--- config.mk ---
export PLATFORM = sky130hd
export DESIGN_NAME = k_way_merge_core
export DESIGN_NICKNAME = d
export VERILOG_FILES = /design/src/rtl/core/kwm_pkg.sv /design/src/rtl/core/kwm_lane_store.sv /design/src/rtl/core/kwm_min_tree.sv /design/src/rtl/core/k_way_merge_core.sv
export SDC_FILE = /design/constraint.sdc
export NUM_CORES = 1
export LEC_CHECK = 0
export ABC_AREA = 1
export BUFFER_PORTS_ARGS = -buffer_cell sky130_fd_sc_hd__buf_2
export CORE_UTILIZATION = 35
export CTS_BUF_LIST = sky130_fd_sc_hd__clkbuf_16
export CTS_CLUSTER_DIAMETER = 150
export DETAILED_ROUTE_END_ITERATION = 10
export SETUP_SLACK_MARGIN = 0.15
export SLEW_MARGIN = 30
export SYNTH_ARGS = -nofsm -noshare
export SYNTH_HDL_FRONTEND = slang
export SYNTH_SLANG_ARGS = --single-unit
export TNS_END_PERCENT = 5
--- constraint.sdc ---
create_clock -name clock -period 8.34 [get_ports clock]
set_input_delay 0.417 -clock clock [delete_from_list [all_inputs] [get_ports clock]]
set_output_delay 0.417 -clock clock [all_outputs]
set_load 0.01 [all_outputs]
--- src/rtl/core/kwm_pkg.sv ---
// ----------------------------------------------------------------------------
// kwm_pkg
// Shared types and constants for the k-way merge core.
// ----------------------------------------------------------------------------
package kwm_pkg;

   localparam int LANE_W            = 3;
   localparam int DATA_W            = 32;
   localparam int NUM_LANES_DEF     = 8;
   localparam int VALUE_WIDTH_DEF   = 32;

   typedef struct packed {
      logic [LANE_W-1:0]        lane;
      logic signed [DATA_W-1:0] value;
      logic                     lane_empty;
   } kwm_req_type;

   typedef struct packed {
      logic signed [DATA_W-1:0] value_res;
      logic [LANE_W-1:0]        source_lane;
      logic                     merge_done;
   } kwm_rsp_type;

   // lane store update controls
   typedef struct packed {
      logic upd;      // a word is being applied to the heads
      logic pop_en;   // the selected head is emitted
      logic clear;    // merge finished, drop all flags
   } kwm_ctl_type;

endpackage

--- src/rtl/core/kwm_lane_store.sv ---
// ----------------------------------------------------------------------------
// kwm_lane_store
// Per-lane head registers with valid and exhausted flags. Presents the view
// of the heads with the current word already applied.
// ----------------------------------------------------------------------------
module kwm_lane_store
   import kwm_pkg::*;
#(
   parameter int NUM_LANES   = NUM_LANES_DEF,
   parameter int VALUE_WIDTH = VALUE_WIDTH_DEF,
   parameter int IDX_W       = $clog2(NUM_LANES)
) (
   input  logic                          clock,
   input  logic                          reset,
   input  kwm_req_type                   item,
   input  kwm_ctl_type                   ctl,
   input  logic [IDX_W-1:0]              pop_idx,
   output logic [NUM_LANES-1:0]          view_valid,
   output logic [NUM_LANES-1:0]          view_exh,
   output logic signed [VALUE_WIDTH-1:0] view_head [NUM_LANES],
   output logic [NUM_LANES-1:0]          valid_q,
   output logic [NUM_LANES-1:0]          exh_q
);

   logic signed [VALUE_WIDTH-1:0] head_ff [NUM_LANES];
   logic [NUM_LANES-1:0]          valid_ff;
   logic [NUM_LANES-1:0]          exh_ff;
   logic [NUM_LANES-1:0]          valid_in;
   logic [NUM_LANES-1:0]          exh_in;
   logic signed [VALUE_WIDTH-1:0] fit_value;

   generate
      if (VALUE_WIDTH <= DATA_W) begin : g_trunc
         assign fit_value = item.value[VALUE_WIDTH-1:0];
      end else begin : g_sext
         assign fit_value = {{(VALUE_WIDTH-DATA_W){item.value[DATA_W-1]}}, item.value};
      end
   endgenerate

   genvar j;
   generate
      for (j = 0; j < NUM_LANES; j++) begin : g_lane
         logic hit;
         logic load;

         // lanes beyond the lane field never match
         assign hit  = ctl.upd && (32'(item.lane) == 32'(j));
         assign load = hit && !item.lane_empty && !valid_ff[j] && !exh_ff[j];

         assign view_valid[j] = valid_ff[j] | load;
         assign view_exh[j]   = exh_ff[j] | (hit & item.lane_empty);
         assign view_head[j]  = load ? fit_value : head_ff[j];

         assign valid_in[j] = !ctl.clear && view_valid[j] &&
                              !(ctl.pop_en && (pop_idx == IDX_W'(j)));
         assign exh_in[j]   = !ctl.clear && view_exh[j];

         always_ff @(posedge clock) begin
            head_ff[j] <= view_head[j];
         end
      end
   endgenerate

   always_ff @(posedge clock) begin
      if (reset) begin
         valid_ff <= '0;
         exh_ff   <= '0;
      end else begin
         valid_ff <= valid_in;
         exh_ff   <= exh_in;
      end
   end

   assign valid_q = valid_ff;
   assign exh_q   = exh_ff;

endmodule

--- src/rtl/core/kwm_min_tree.sv ---
// ----------------------------------------------------------------------------
// kwm_min_tree
// Comparison tree picking the smallest valid head; ties go to the lower lane.
// ----------------------------------------------------------------------------
module kwm_min_tree
   import kwm_pkg::*;
#(
   parameter int NUM_LANES   = NUM_LANES_DEF,
   parameter int VALUE_WIDTH = VALUE_WIDTH_DEF,
   parameter int IDX_W       = $clog2(NUM_LANES)
) (
   input  logic [NUM_LANES-1:0]          head_valid,
   input  logic signed [VALUE_WIDTH-1:0] head_value [NUM_LANES],
   output logic                          found,
   output logic [IDX_W-1:0]              best_idx,
   output logic signed [VALUE_WIDTH-1:0] best_value
);

   localparam int LEAVES = 1 << IDX_W;
   localparam int NODES  = 2 * LEAVES - 1;

   // heap layout: node k has children 2k+1 and 2k+2, leaves start at LEAVES-1
   logic                          node_v   [NODES];
   logic signed [VALUE_WIDTH-1:0] node_val [NODES];
   logic [IDX_W-1:0]              node_idx [NODES];

   genvar i, k;
   generate
      for (i = 0; i < LEAVES; i++) begin : g_leaf
         if (i < NUM_LANES) begin : g_real
            assign node_v[LEAVES-1+i]   = head_valid[i];
            assign node_val[LEAVES-1+i] = head_value[i];
         end else begin : g_pad
            assign node_v[LEAVES-1+i]   = 1'b0;
            assign node_val[LEAVES-1+i] = '0;
         end
         assign node_idx[LEAVES-1+i] = IDX_W'(i);
      end

      for (k = 0; k < LEAVES - 1; k++) begin : g_node
         logic take_left;
         assign take_left = node_v[2*k+1] &&
                            (!node_v[2*k+2] || !(node_val[2*k+2] < node_val[2*k+1]));
         assign node_v[k]   = node_v[2*k+1] | node_v[2*k+2];
         assign node_val[k] = take_left ? node_val[2*k+1] : node_val[2*k+2];
         assign node_idx[k] = take_left ? node_idx[2*k+1] : node_idx[2*k+2];
      end
   endgenerate

   assign found      = node_v[0];
   assign best_idx   = node_idx[0];
   assign best_value = node_val[0];

endmodule

--- src/rtl/core/k_way_merge_core.sv ---
// A word waits in the input register until the result register is free or draining.
// Throughput: one word per cycle while the result register is free or draining; the lane
// update and the min tree over all heads settle between the input and result registers.
// Reset: synchronous, clears the valid and exhausted flags and both handshake stages;
// head values are not reset and are written before they are read.
// ----------------------------------------------------------------------------
// k_way_merge_core
// Merges ascending lane streams into one ascending stream of words.
// ----------------------------------------------------------------------------
module k_way_merge_core
   import kwm_pkg::*;
#(
   parameter int NUM_LANES   = NUM_LANES_DEF,
   parameter int VALUE_WIDTH = VALUE_WIDTH_DEF
) (
   input  logic        clock,
   input  logic        reset,
   input  logic        req_valid,
   output logic        req_ready,
   input  kwm_req_type req_data,
   output logic        rsp_valid,
   input  logic        rsp_ready,
   output kwm_rsp_type rsp_data
);

   localparam int IDX_W = $clog2(NUM_LANES);

   kwm_req_type                   in_ff;
   logic                          in_valid_ff;
   logic                          in_valid_in;
   kwm_rsp_type                   rsp_ff;
   kwm_rsp_type                   rsp_in;
   logic                          rsp_valid_ff;
   logic                          rsp_valid_in;
   logic                          stage_fire;
   logic                          all_ready;
   logic                          emit;
   kwm_ctl_type                   ctl;
   logic [NUM_LANES-1:0]          view_valid;
   logic [NUM_LANES-1:0]          view_exh;
   logic signed [VALUE_WIDTH-1:0] view_head [NUM_LANES];
   logic [NUM_LANES-1:0]          valid_q;
   logic [NUM_LANES-1:0]          exh_q;
   logic                          found;
   logic [IDX_W-1:0]              best_idx;
   logic signed [VALUE_WIDTH-1:0] best_value;
   logic signed [DATA_W-1:0]      out_value;
   logic [LANE_W-1:0]             out_lane;

   assign stage_fire = in_valid_ff && (!rsp_valid_ff || rsp_ready);
   assign req_ready  = !in_valid_ff || stage_fire;

   always_comb begin
      if (req_valid && req_ready) begin
         in_valid_in = 1'b1;
      end else if (stage_fire) begin
         in_valid_in = 1'b0;
      end else begin
         in_valid_in = in_valid_ff;
      end
   end

   always_ff @(posedge clock) begin
      if (reset) begin
         in_valid_ff <= 1'b0;
      end else begin
         in_valid_ff <= in_valid_in;
      end
   end

   always_ff @(posedge clock) begin
      if (req_valid && req_ready) begin
         in_ff <= req_data;
      end
   end

   kwm_lane_store #(
      .NUM_LANES   (NUM_LANES),
      .VALUE_WIDTH (VALUE_WIDTH),
      .IDX_W       (IDX_W)
   ) u_store (
      .clock      (clock),
      .reset      (reset),
      .item       (in_ff),
      .ctl        (ctl),
      .pop_idx    (best_idx),
      .view_valid (view_valid),
      .view_exh   (view_exh),
      .view_head  (view_head),
      .valid_q    (valid_q),
      .exh_q      (exh_q)
   );

   kwm_min_tree #(
      .NUM_LANES   (NUM_LANES),
      .VALUE_WIDTH (VALUE_WIDTH),
      .IDX_W       (IDX_W)
   ) u_tree (
      .head_valid (view_valid),
      .head_value (view_head),
      .found      (found),
      .best_idx   (best_idx),
      .best_value (best_value)
   );

   // every lane holds a head or is exhausted
   assign all_ready = &(view_valid | view_exh);
   assign emit      = stage_fire && all_ready;

   always_comb begin
      ctl.upd    = stage_fire;
      ctl.pop_en = emit && found;
      ctl.clear  = emit && !found;
   end

   generate
      if (VALUE_WIDTH >= DATA_W) begin : g_out_trunc
         assign out_value = best_value[DATA_W-1:0];
      end else begin : g_out_sext
         assign out_value = {{(DATA_W-VALUE_WIDTH){best_value[VALUE_WIDTH-1]}}, best_value};
      end
      if (IDX_W >= LANE_W) begin : g_lane_trunc
         assign out_lane = best_idx[LANE_W-1:0];
      end else begin : g_lane_ext
         assign out_lane = {{(LANE_W-IDX_W){1'b0}}, best_idx};
      end
   endgenerate

   always_comb begin
      if (found) begin
         rsp_in.value_res   = out_value;
         rsp_in.source_lane = out_lane;
         rsp_in.merge_done  = 1'b0;
      end else begin
         rsp_in.value_res   = '0;
         rsp_in.source_lane = '0;
         rsp_in.merge_done  = 1'b1;
      end
   end

   always_comb begin
      if (emit) begin
         rsp_valid_in = 1'b1;
      end else if (rsp_valid_ff && rsp_ready) begin
         rsp_valid_in = 1'b0;
      end else begin
         rsp_valid_in = rsp_valid_ff;
      end
   end

   always_ff @(posedge clock) begin
      if (reset) begin
         rsp_valid_ff <= 1'b0;
      end else begin
         rsp_valid_ff <= rsp_valid_in;
      end
   end

   always_ff @(posedge clock) begin
      if (emit) begin
         rsp_ff <= rsp_in;
      end
   end

   assign rsp_valid = rsp_valid_ff;
   assign rsp_data  = rsp_ff;

`ifndef SYNTH
   // emitted head is released
   a_pop_clears: assert property (@(posedge clock) disable iff (reset)
      (emit && found) |=> !valid_q[$past(best_idx)])
      else $error("popped lane still holds a head");

   // finished merge drops every flag
   a_done_clears: assert property (@(posedge clock) disable iff (reset)
      (emit && !found) |=> (valid_q == '0 && exh_q == '0))
      else $error("flags not cleared after merge done");

   // done only when every lane is exhausted
   a_done_exh: assert property (@(posedge clock) disable iff (reset)
      (emit && !found) |-> (&view_exh))
      else $error("merge done with a lane still open");

   // a new result only lands in a free or draining output register
   a_no_overwrite: assert property (@(posedge clock) disable iff (reset)
      emit |-> (!rsp_valid_ff || rsp_ready))
      else $error("result register overwritten");
`endif

endmodule
==> Word-level counts from Yosys, hierarchy flattened <==
Memory sizes are Yosys's and may differ from the RTL's.
Cells that the tools add are included.
{ "op_classes": {"add_sub_neg": 0, "n_mul": 0, "n_div": 0, "magnitude_cmp": 7, "eq_ne": 14, "shifts": 0, "n_mux": 27, "bitwise_logic": 32, "n_reduce_logical": 134} }
{ "ops": {"columns": ["op", "count"], "rows": [
  ["two-way mux 32 bit", 15],
  ["< comparator 32 bit", 7],
  ["logical AND 1 bit", 77],
  ["logical NOT 1 bit", 43],
  ["equality test 3 bit, second input constant", 8],
  ["OR 1 bit", 23],
  ["equality test 3 x 2 -> 1 bit, second input constant", 4],
  ["logical OR 1 bit", 9],
  ["two-way mux 1 bit", 9],
  ["AND 1 bit", 8],
  ["OR 8 bit", 1],
  ["AND reduction 8 bit", 1],
  ["equality test 3 x 1 -> 1 bit, second input constant", 2],
  ["logical NOT 3 bit", 2],
  ["two-way mux 2 bit", 2],
  ["nonzero test 2 bit", 2],
  ["two-way mux 3 bit", 1]
]} }
{ "totals": {"regBits": 90, "latchBits": 0, "ramBits": 256, "mem_bits_ro": 0, "input_bits": 40, "wordCells": 225, "mem_count": 1} }
{ "mem_list": {"columns": ["memory", "depth", "word_bits", "read_ports", "rd_ports_with_merged_regs", "write_ports", "line_no", "source"], "rows": [
  ["u_store.head_ff", 8, 32, 8, 0, 8, "kwm_lane_store.sv:25", "logic signed [VALUE_WIDTH-1:0] head_ff [NUM_LANES];"]
]} }

==> Depth between registers and ports, before layout <==
{ "logic_depth": {"word_depth": 27, "depth_mapped": 64, "depth_no_buf": 61} }

==> Hierarchy <==
A second synthesis with hierarchy kept.
{ "unflattened": {"hier_cells": 2882, "area_unflattened_um2": 20867.5} }
{ "modules_own_cells": {"columns": ["module", "instances", "cells_per_inst", "area_per_inst_um2"], "rows": [
  ["kwm_lane_store", 1, 1271, 10124.7],
  ["kwm_min_tree", 1, 1423, 8090.3],
  ["k_way_merge_core", 1, 188, 2652.5]
]} }

==> Worst setup path after synthesis <==
Ideal clock, no wire load.
{ "synth_timing": {"path_kind": "reg-to-reg", "start": "register in_ff[35] (netlist bit)", "end": "register rsp_ff, in the netlist rsp_data[7], data pin", "arrival_time_ns": 7.072, "t_required_ns": 8.075, "slack_ns": 1.003, "stages_incl_launch_ff": 59, "period_less_slack_ns": 7.337, "cell_sequence": "edfxtp_1 > inv_2 > nand3_1 > nor2_2 > nand2_1 > buf_4 > inv_1 > clkbuf_1 > or2_2 > o21ai_0 > ha_1 > nand2_1 > inv_1 > nand3_1 > a31oi_1 > a2111oi_0 > nand2_1 > nand2_1 > [23 not listed] > o21ai_0 > inv_1 > ha_1 > a21oi_1 > o21ai_0 > nand3_1 > nand2_1 > nand2_1 > a21oi_1 > a211oi_1 > nand2_1 > nand2_2 > nand3_4 > nand2_8 > inv_8 > buf_8 > o21ai_1 > a21oi_1"} }
{ "synth_via": {"elab_chain_cells": 21} }
{ "synth_lines": {"columns": ["element", "line_no", "source"], "rows": [
  ["start: declaration", "k_way_merge_core.sv:28", "kwm_req_type in_ff;"],
  ["start signal: assignment", "k_way_merge_core.sv:73", "in_ff <= req_data;"],
  ["equality test 3 bit, or another cell as far along", "kwm_lane_store.sv:47", "assign hit = ctl.upd && (32'(item.lane) == 32'(j));"],
  ["logical AND 1 bit", "kwm_lane_store.sv:47", null],
  ["logical AND 1 bit (3 in a row)", "kwm_lane_store.sv:48", "assign load = hit && !item.lane_empty && !valid_ff[j] && !exh_ff[j];"],
  ["two-way mux 32 bit", "kwm_lane_store.sv:52", "assign view_head[j] = load ? fit_value : head_ff[j];"],
  ["< comparator 32 bit", "kwm_min_tree.sv:43", "(!node_v[2*k+2] || !(node_val[2*k+2] < node_val[2*k+1]));"],
  ["logical NOT 1 bit", "kwm_min_tree.sv:43", null],
  ["logical OR 1 bit", "kwm_min_tree.sv:43", null],
  ["logical AND 1 bit", "kwm_min_tree.sv:42", "assign take_left = node_v[2*k+1] &&"],
  ["[3 not listed]", null, null],
  ["logical OR 1 bit", "kwm_min_tree.sv:43", null],
  ["logical AND 1 bit", "kwm_min_tree.sv:42", null],
  ["two-way mux 32 bit", "kwm_min_tree.sv:45", "assign node_val[k] = take_left ? node_val[2*k+1] : node_val[2*k+2];"],
  ["< comparator 32 bit", "kwm_min_tree.sv:43", null],
  ["logical NOT 1 bit", "kwm_min_tree.sv:43", null],
  ["logical OR 1 bit", "kwm_min_tree.sv:43", null],
  ["logical AND 1 bit", "kwm_min_tree.sv:42", null],
  ["two-way mux 32 bit", "kwm_min_tree.sv:45", null],
  ["end signal: assignment", "k_way_merge_core.sv:161", "rsp_ff <= rsp_in;"],
  ["end: declaration", "k_way_merge_core.sv:31", "kwm_rsp_type rsp_ff;"]
]} }
Several ways; a longest one is shown, not always the timed one.
A chain may end at the register's enable or synchronous reset.

==> Worst setup path after layout <==
{ "layout_timing": {"start": "register in_ff[34] (netlist bit)", "end": "register rsp_ff, in the netlist rsp_data[20], data pin"} }
Same word-level chain as after synthesis.

==> metrics.txt <==
outcome=finished clean; Hold Path Class=in2reg; DRT antenna net count=0; TritonCTS clock tree=done; crit path time final=8.16 ns; Achievable Freq=123 MHz; ratio of cells with drive above 1 in the final layout=24.3%; total wire length=67600 um; WL met3=4340 um; All-Layer GR Usage=23.0%; Mapped Area=19100 um2; CP dominant cell by count=nand2_1; largest family of logic cells by synthesized area=simple AND/OR/NAND/NOR gates; drt drc=0; layout overhead on the synthesized area=31.4%; Unique masters post-synth=46; wl on met1=30600 um; Slowest cell on crit path=edfxtp_1; CTS root buffer=clkbuf_16; Seq/Total Area, Yosys=40.0%; Hold Path Stages=1; DP Cell Count=3430; Power Density=288 nW/um2; drt pass-1 iters=6; syn_area_per_cell=7.66 um2; Final Hold Slack=0.0238 ns; Synth Area in Adders=13.7%; Slew @ Worst Pin=0.783 ns; Synth warnings=0; RSZ-0062 raised after global routing=yes; count leader, synth=nand2_1; initial antenna violation count=0; post-synthesis compound-gate area fraction=17.5%; Final Net Count=3083; Synth top cells by count=nand2_1 (612), o21ai_0 (434), inv_1 (282); Crit path required time=8.64 ns; Die Area=55600 um2; port buffer count=77; die height=236 um; XOR/XNOR Fraction of Synth Area=0%; Max Root-Sink Buffers=3; number of synthesized flops with an enable pin=72; wire length per cell=19.0 um; Ant. Diodes=0; met2 wire length=30500 um; global route overflow=0; Chip Width=236 um; vias per inst=5.13; CP endpoint kind=flop; main area contributors after synthesis=dfxtp_1 (29%), ha_1 (14%), nand2_1 (12%); DRT iter0 DRCs=1380; Worst R2R Path Depth=47; Mapped Nets=2746; leading area contributor after synthesis=dfxtp_1; Max-Cap Viols=0; WS Path Type=reg2reg; Worst Path Max Fanout=14; fin cells=3563; Final Hold Fails=0; Rows=85; CTS sink cnt=346; Final Slew Violations=0; LEAKAGE=0.0121 uW; vias post-DR=18300; Rel. slew slack=47.7%; Worst VDD drop=0.000183 V; final worst-path cycle share=97.8%; Clk pin slew, worst setup/hold paths=0.06 ns; Hold-fix buffers, CTS=0; skew final=0.0191 ns; Core Area=53900 um2; share of flip-flops with an asynchronous set or reset=0%; simple-gate share of the synthesized area=20.8%; Fill cells=5225; largest net degree at the start of global routing=41; post-synth top area share=28.7%; later-pin clock latency in the skew report=0.57 ns; Starting Density=35.5%; setup violators final=0; Cells after Synth=2497; cts bufs inserted=43; H-tree depth=2; DR top layer=met4; arrival time worst endpoint=8.46 ns; routability-driven placement congestion ratio=0.934; setup_tns=0 ns; Reg2Reg Setup Slack=0.18 ns; Detail Placement HPWL=49300 um; mux cell area share after synthesis=0%; Top FF cell, synth=dfxtp_1; vias in the first global route=16900; num ports=78; global-route wire length before repair=98800 um; Worst setup SP type=flop; Largest stage delay, worst path=0.50 ns; number of synthesized register bits=346
-- worst paths after layout --
path | startpoint | endpoint
worst max-delay path | in_ff[34] | rsp_data[20]
worst min-delay path | req_data[6] | in_ff[6]
worst max register to register | in_ff[34] | rsp_data[20]
worst min register to register | u_store.head_ff[1][81] | u_store.head_ff[1][81]
-- layout by cell type, fill, tap and decap left out, drive strengths merged --
cell type | Yosys | routed
clkinv | 3 | 21
o211ai | 2 | 2
dfxtp | 274 | 274
ha | 209 | 209
o221ai | 6 | 6
a2111oi | 3 | 3
a21o | 1 | 1
a211oi | 19 | 19
o21bai | 1 | 1
a21oi | 129 | 129
nand3b | 2 | 2
nand3 | 80 | 80
bufbuf | 0 | 1
o221a | 5 | 5
o21a | 3 | 3
inv | 293 | 301
nor3b | 1 | 1
clkbuf | 84 | 56
a31oi | 2 | 2
nand2 | 625 | 625
nor3 | 14 | 14
or2 | 73 | 73
nor4 | 6 | 6
bufinv | 0 | 7
edfxtp | 72 | 72
clkinvlp | 0 | 2
nand4 | 20 | 20
nor4b | 2 | 2
o21ai | 464 | 464
a221oi | 3 | 3
buf | 12 | 374
nor2 | 89 | 89
-- state kept, by name, summed over array words and instances, names as in the netlist --
register,count
in_ff,36
in_valid_ff,1
rsp_data,36
rsp_valid,1
u_store.exh_q,8
u_store.head_ff,256
u_store.valid_q,8
-- worst max-delay path: cells and delay by family (launching register included) --
| family | cells | cell delay (ns) |
|---|---|---|
| AOI/OAI and AO/OA | 12 | 2.52 |
| adders and majority gates | 3 | 0.88 |
| and+or+nand+nor | 23 | 2.63 |
| buffers and inverters | 9 | 1.32 |
| DFF | 1 | 0.50 |
-- repair_timing --
action / CTS / global route
resized for setup: 80 / 264
setup buffers: 6 / 34
cloned: 2 / 13
pin swaps: 10 / 61
endpoints found under the setup margin: 43 / 43
-- cell type report --
| cell class | instances | area (um2) | share of cell area (%) |
|---|---|---|---|
| repair inverters | 1 | 8.76 | 0.0349 |
| flip-flops and latches | 346 | 7650 | 30.4 |
| clock inverters | 34 | 343 | 1.36 |
| clock buffers | 44 | 1100 | 4.38 |
| multi-input cells | 1759 | 10600 | 42.2 |
| well taps | 696 | 871 | 3.47 |
| inverters | 296 | 1150 | 4.57 |
| repair buffers | 387 | 3400 | 13.5 |
-- logic make-up after synthesis --
family          after synthesis
compound gates              638
fa+ha+maj                   209
buf+inv                     392
flops                       346
simple gates                912
-- metal layers --
layer / global-route usage (%) / vias up
met5: 0 / -
met4: 7.39 / 0
met3: 3.06 / 108
met2: 37.5 / 595
met1: 31.5 / 8514
li1: - / 9050
-- stage by stage --
step           cell area (um2)  power (uW)  utilization (%)  setup slack [ns]
6_report                 25100        7240             46.6             0.184
5_1_grt                  25100        7730             46.6           -0.0646
4_1_cts                  23900        7010             44.3             0.155
3_5_place_dp             22100        4960             41.0             -1.12
3_3_place_gp             22100        4900             41.0             -1.02
2_1_floorplan            19100        3890                -              1.00
-- power breakdown --
part           leakage [uW]  internal, uW  switching (uW)
Clock              0.000742          1170             774
Combinational       0.00839          1310            1800
Sequential          0.00297          2080             110
Power figures use the tool's default switching activity.
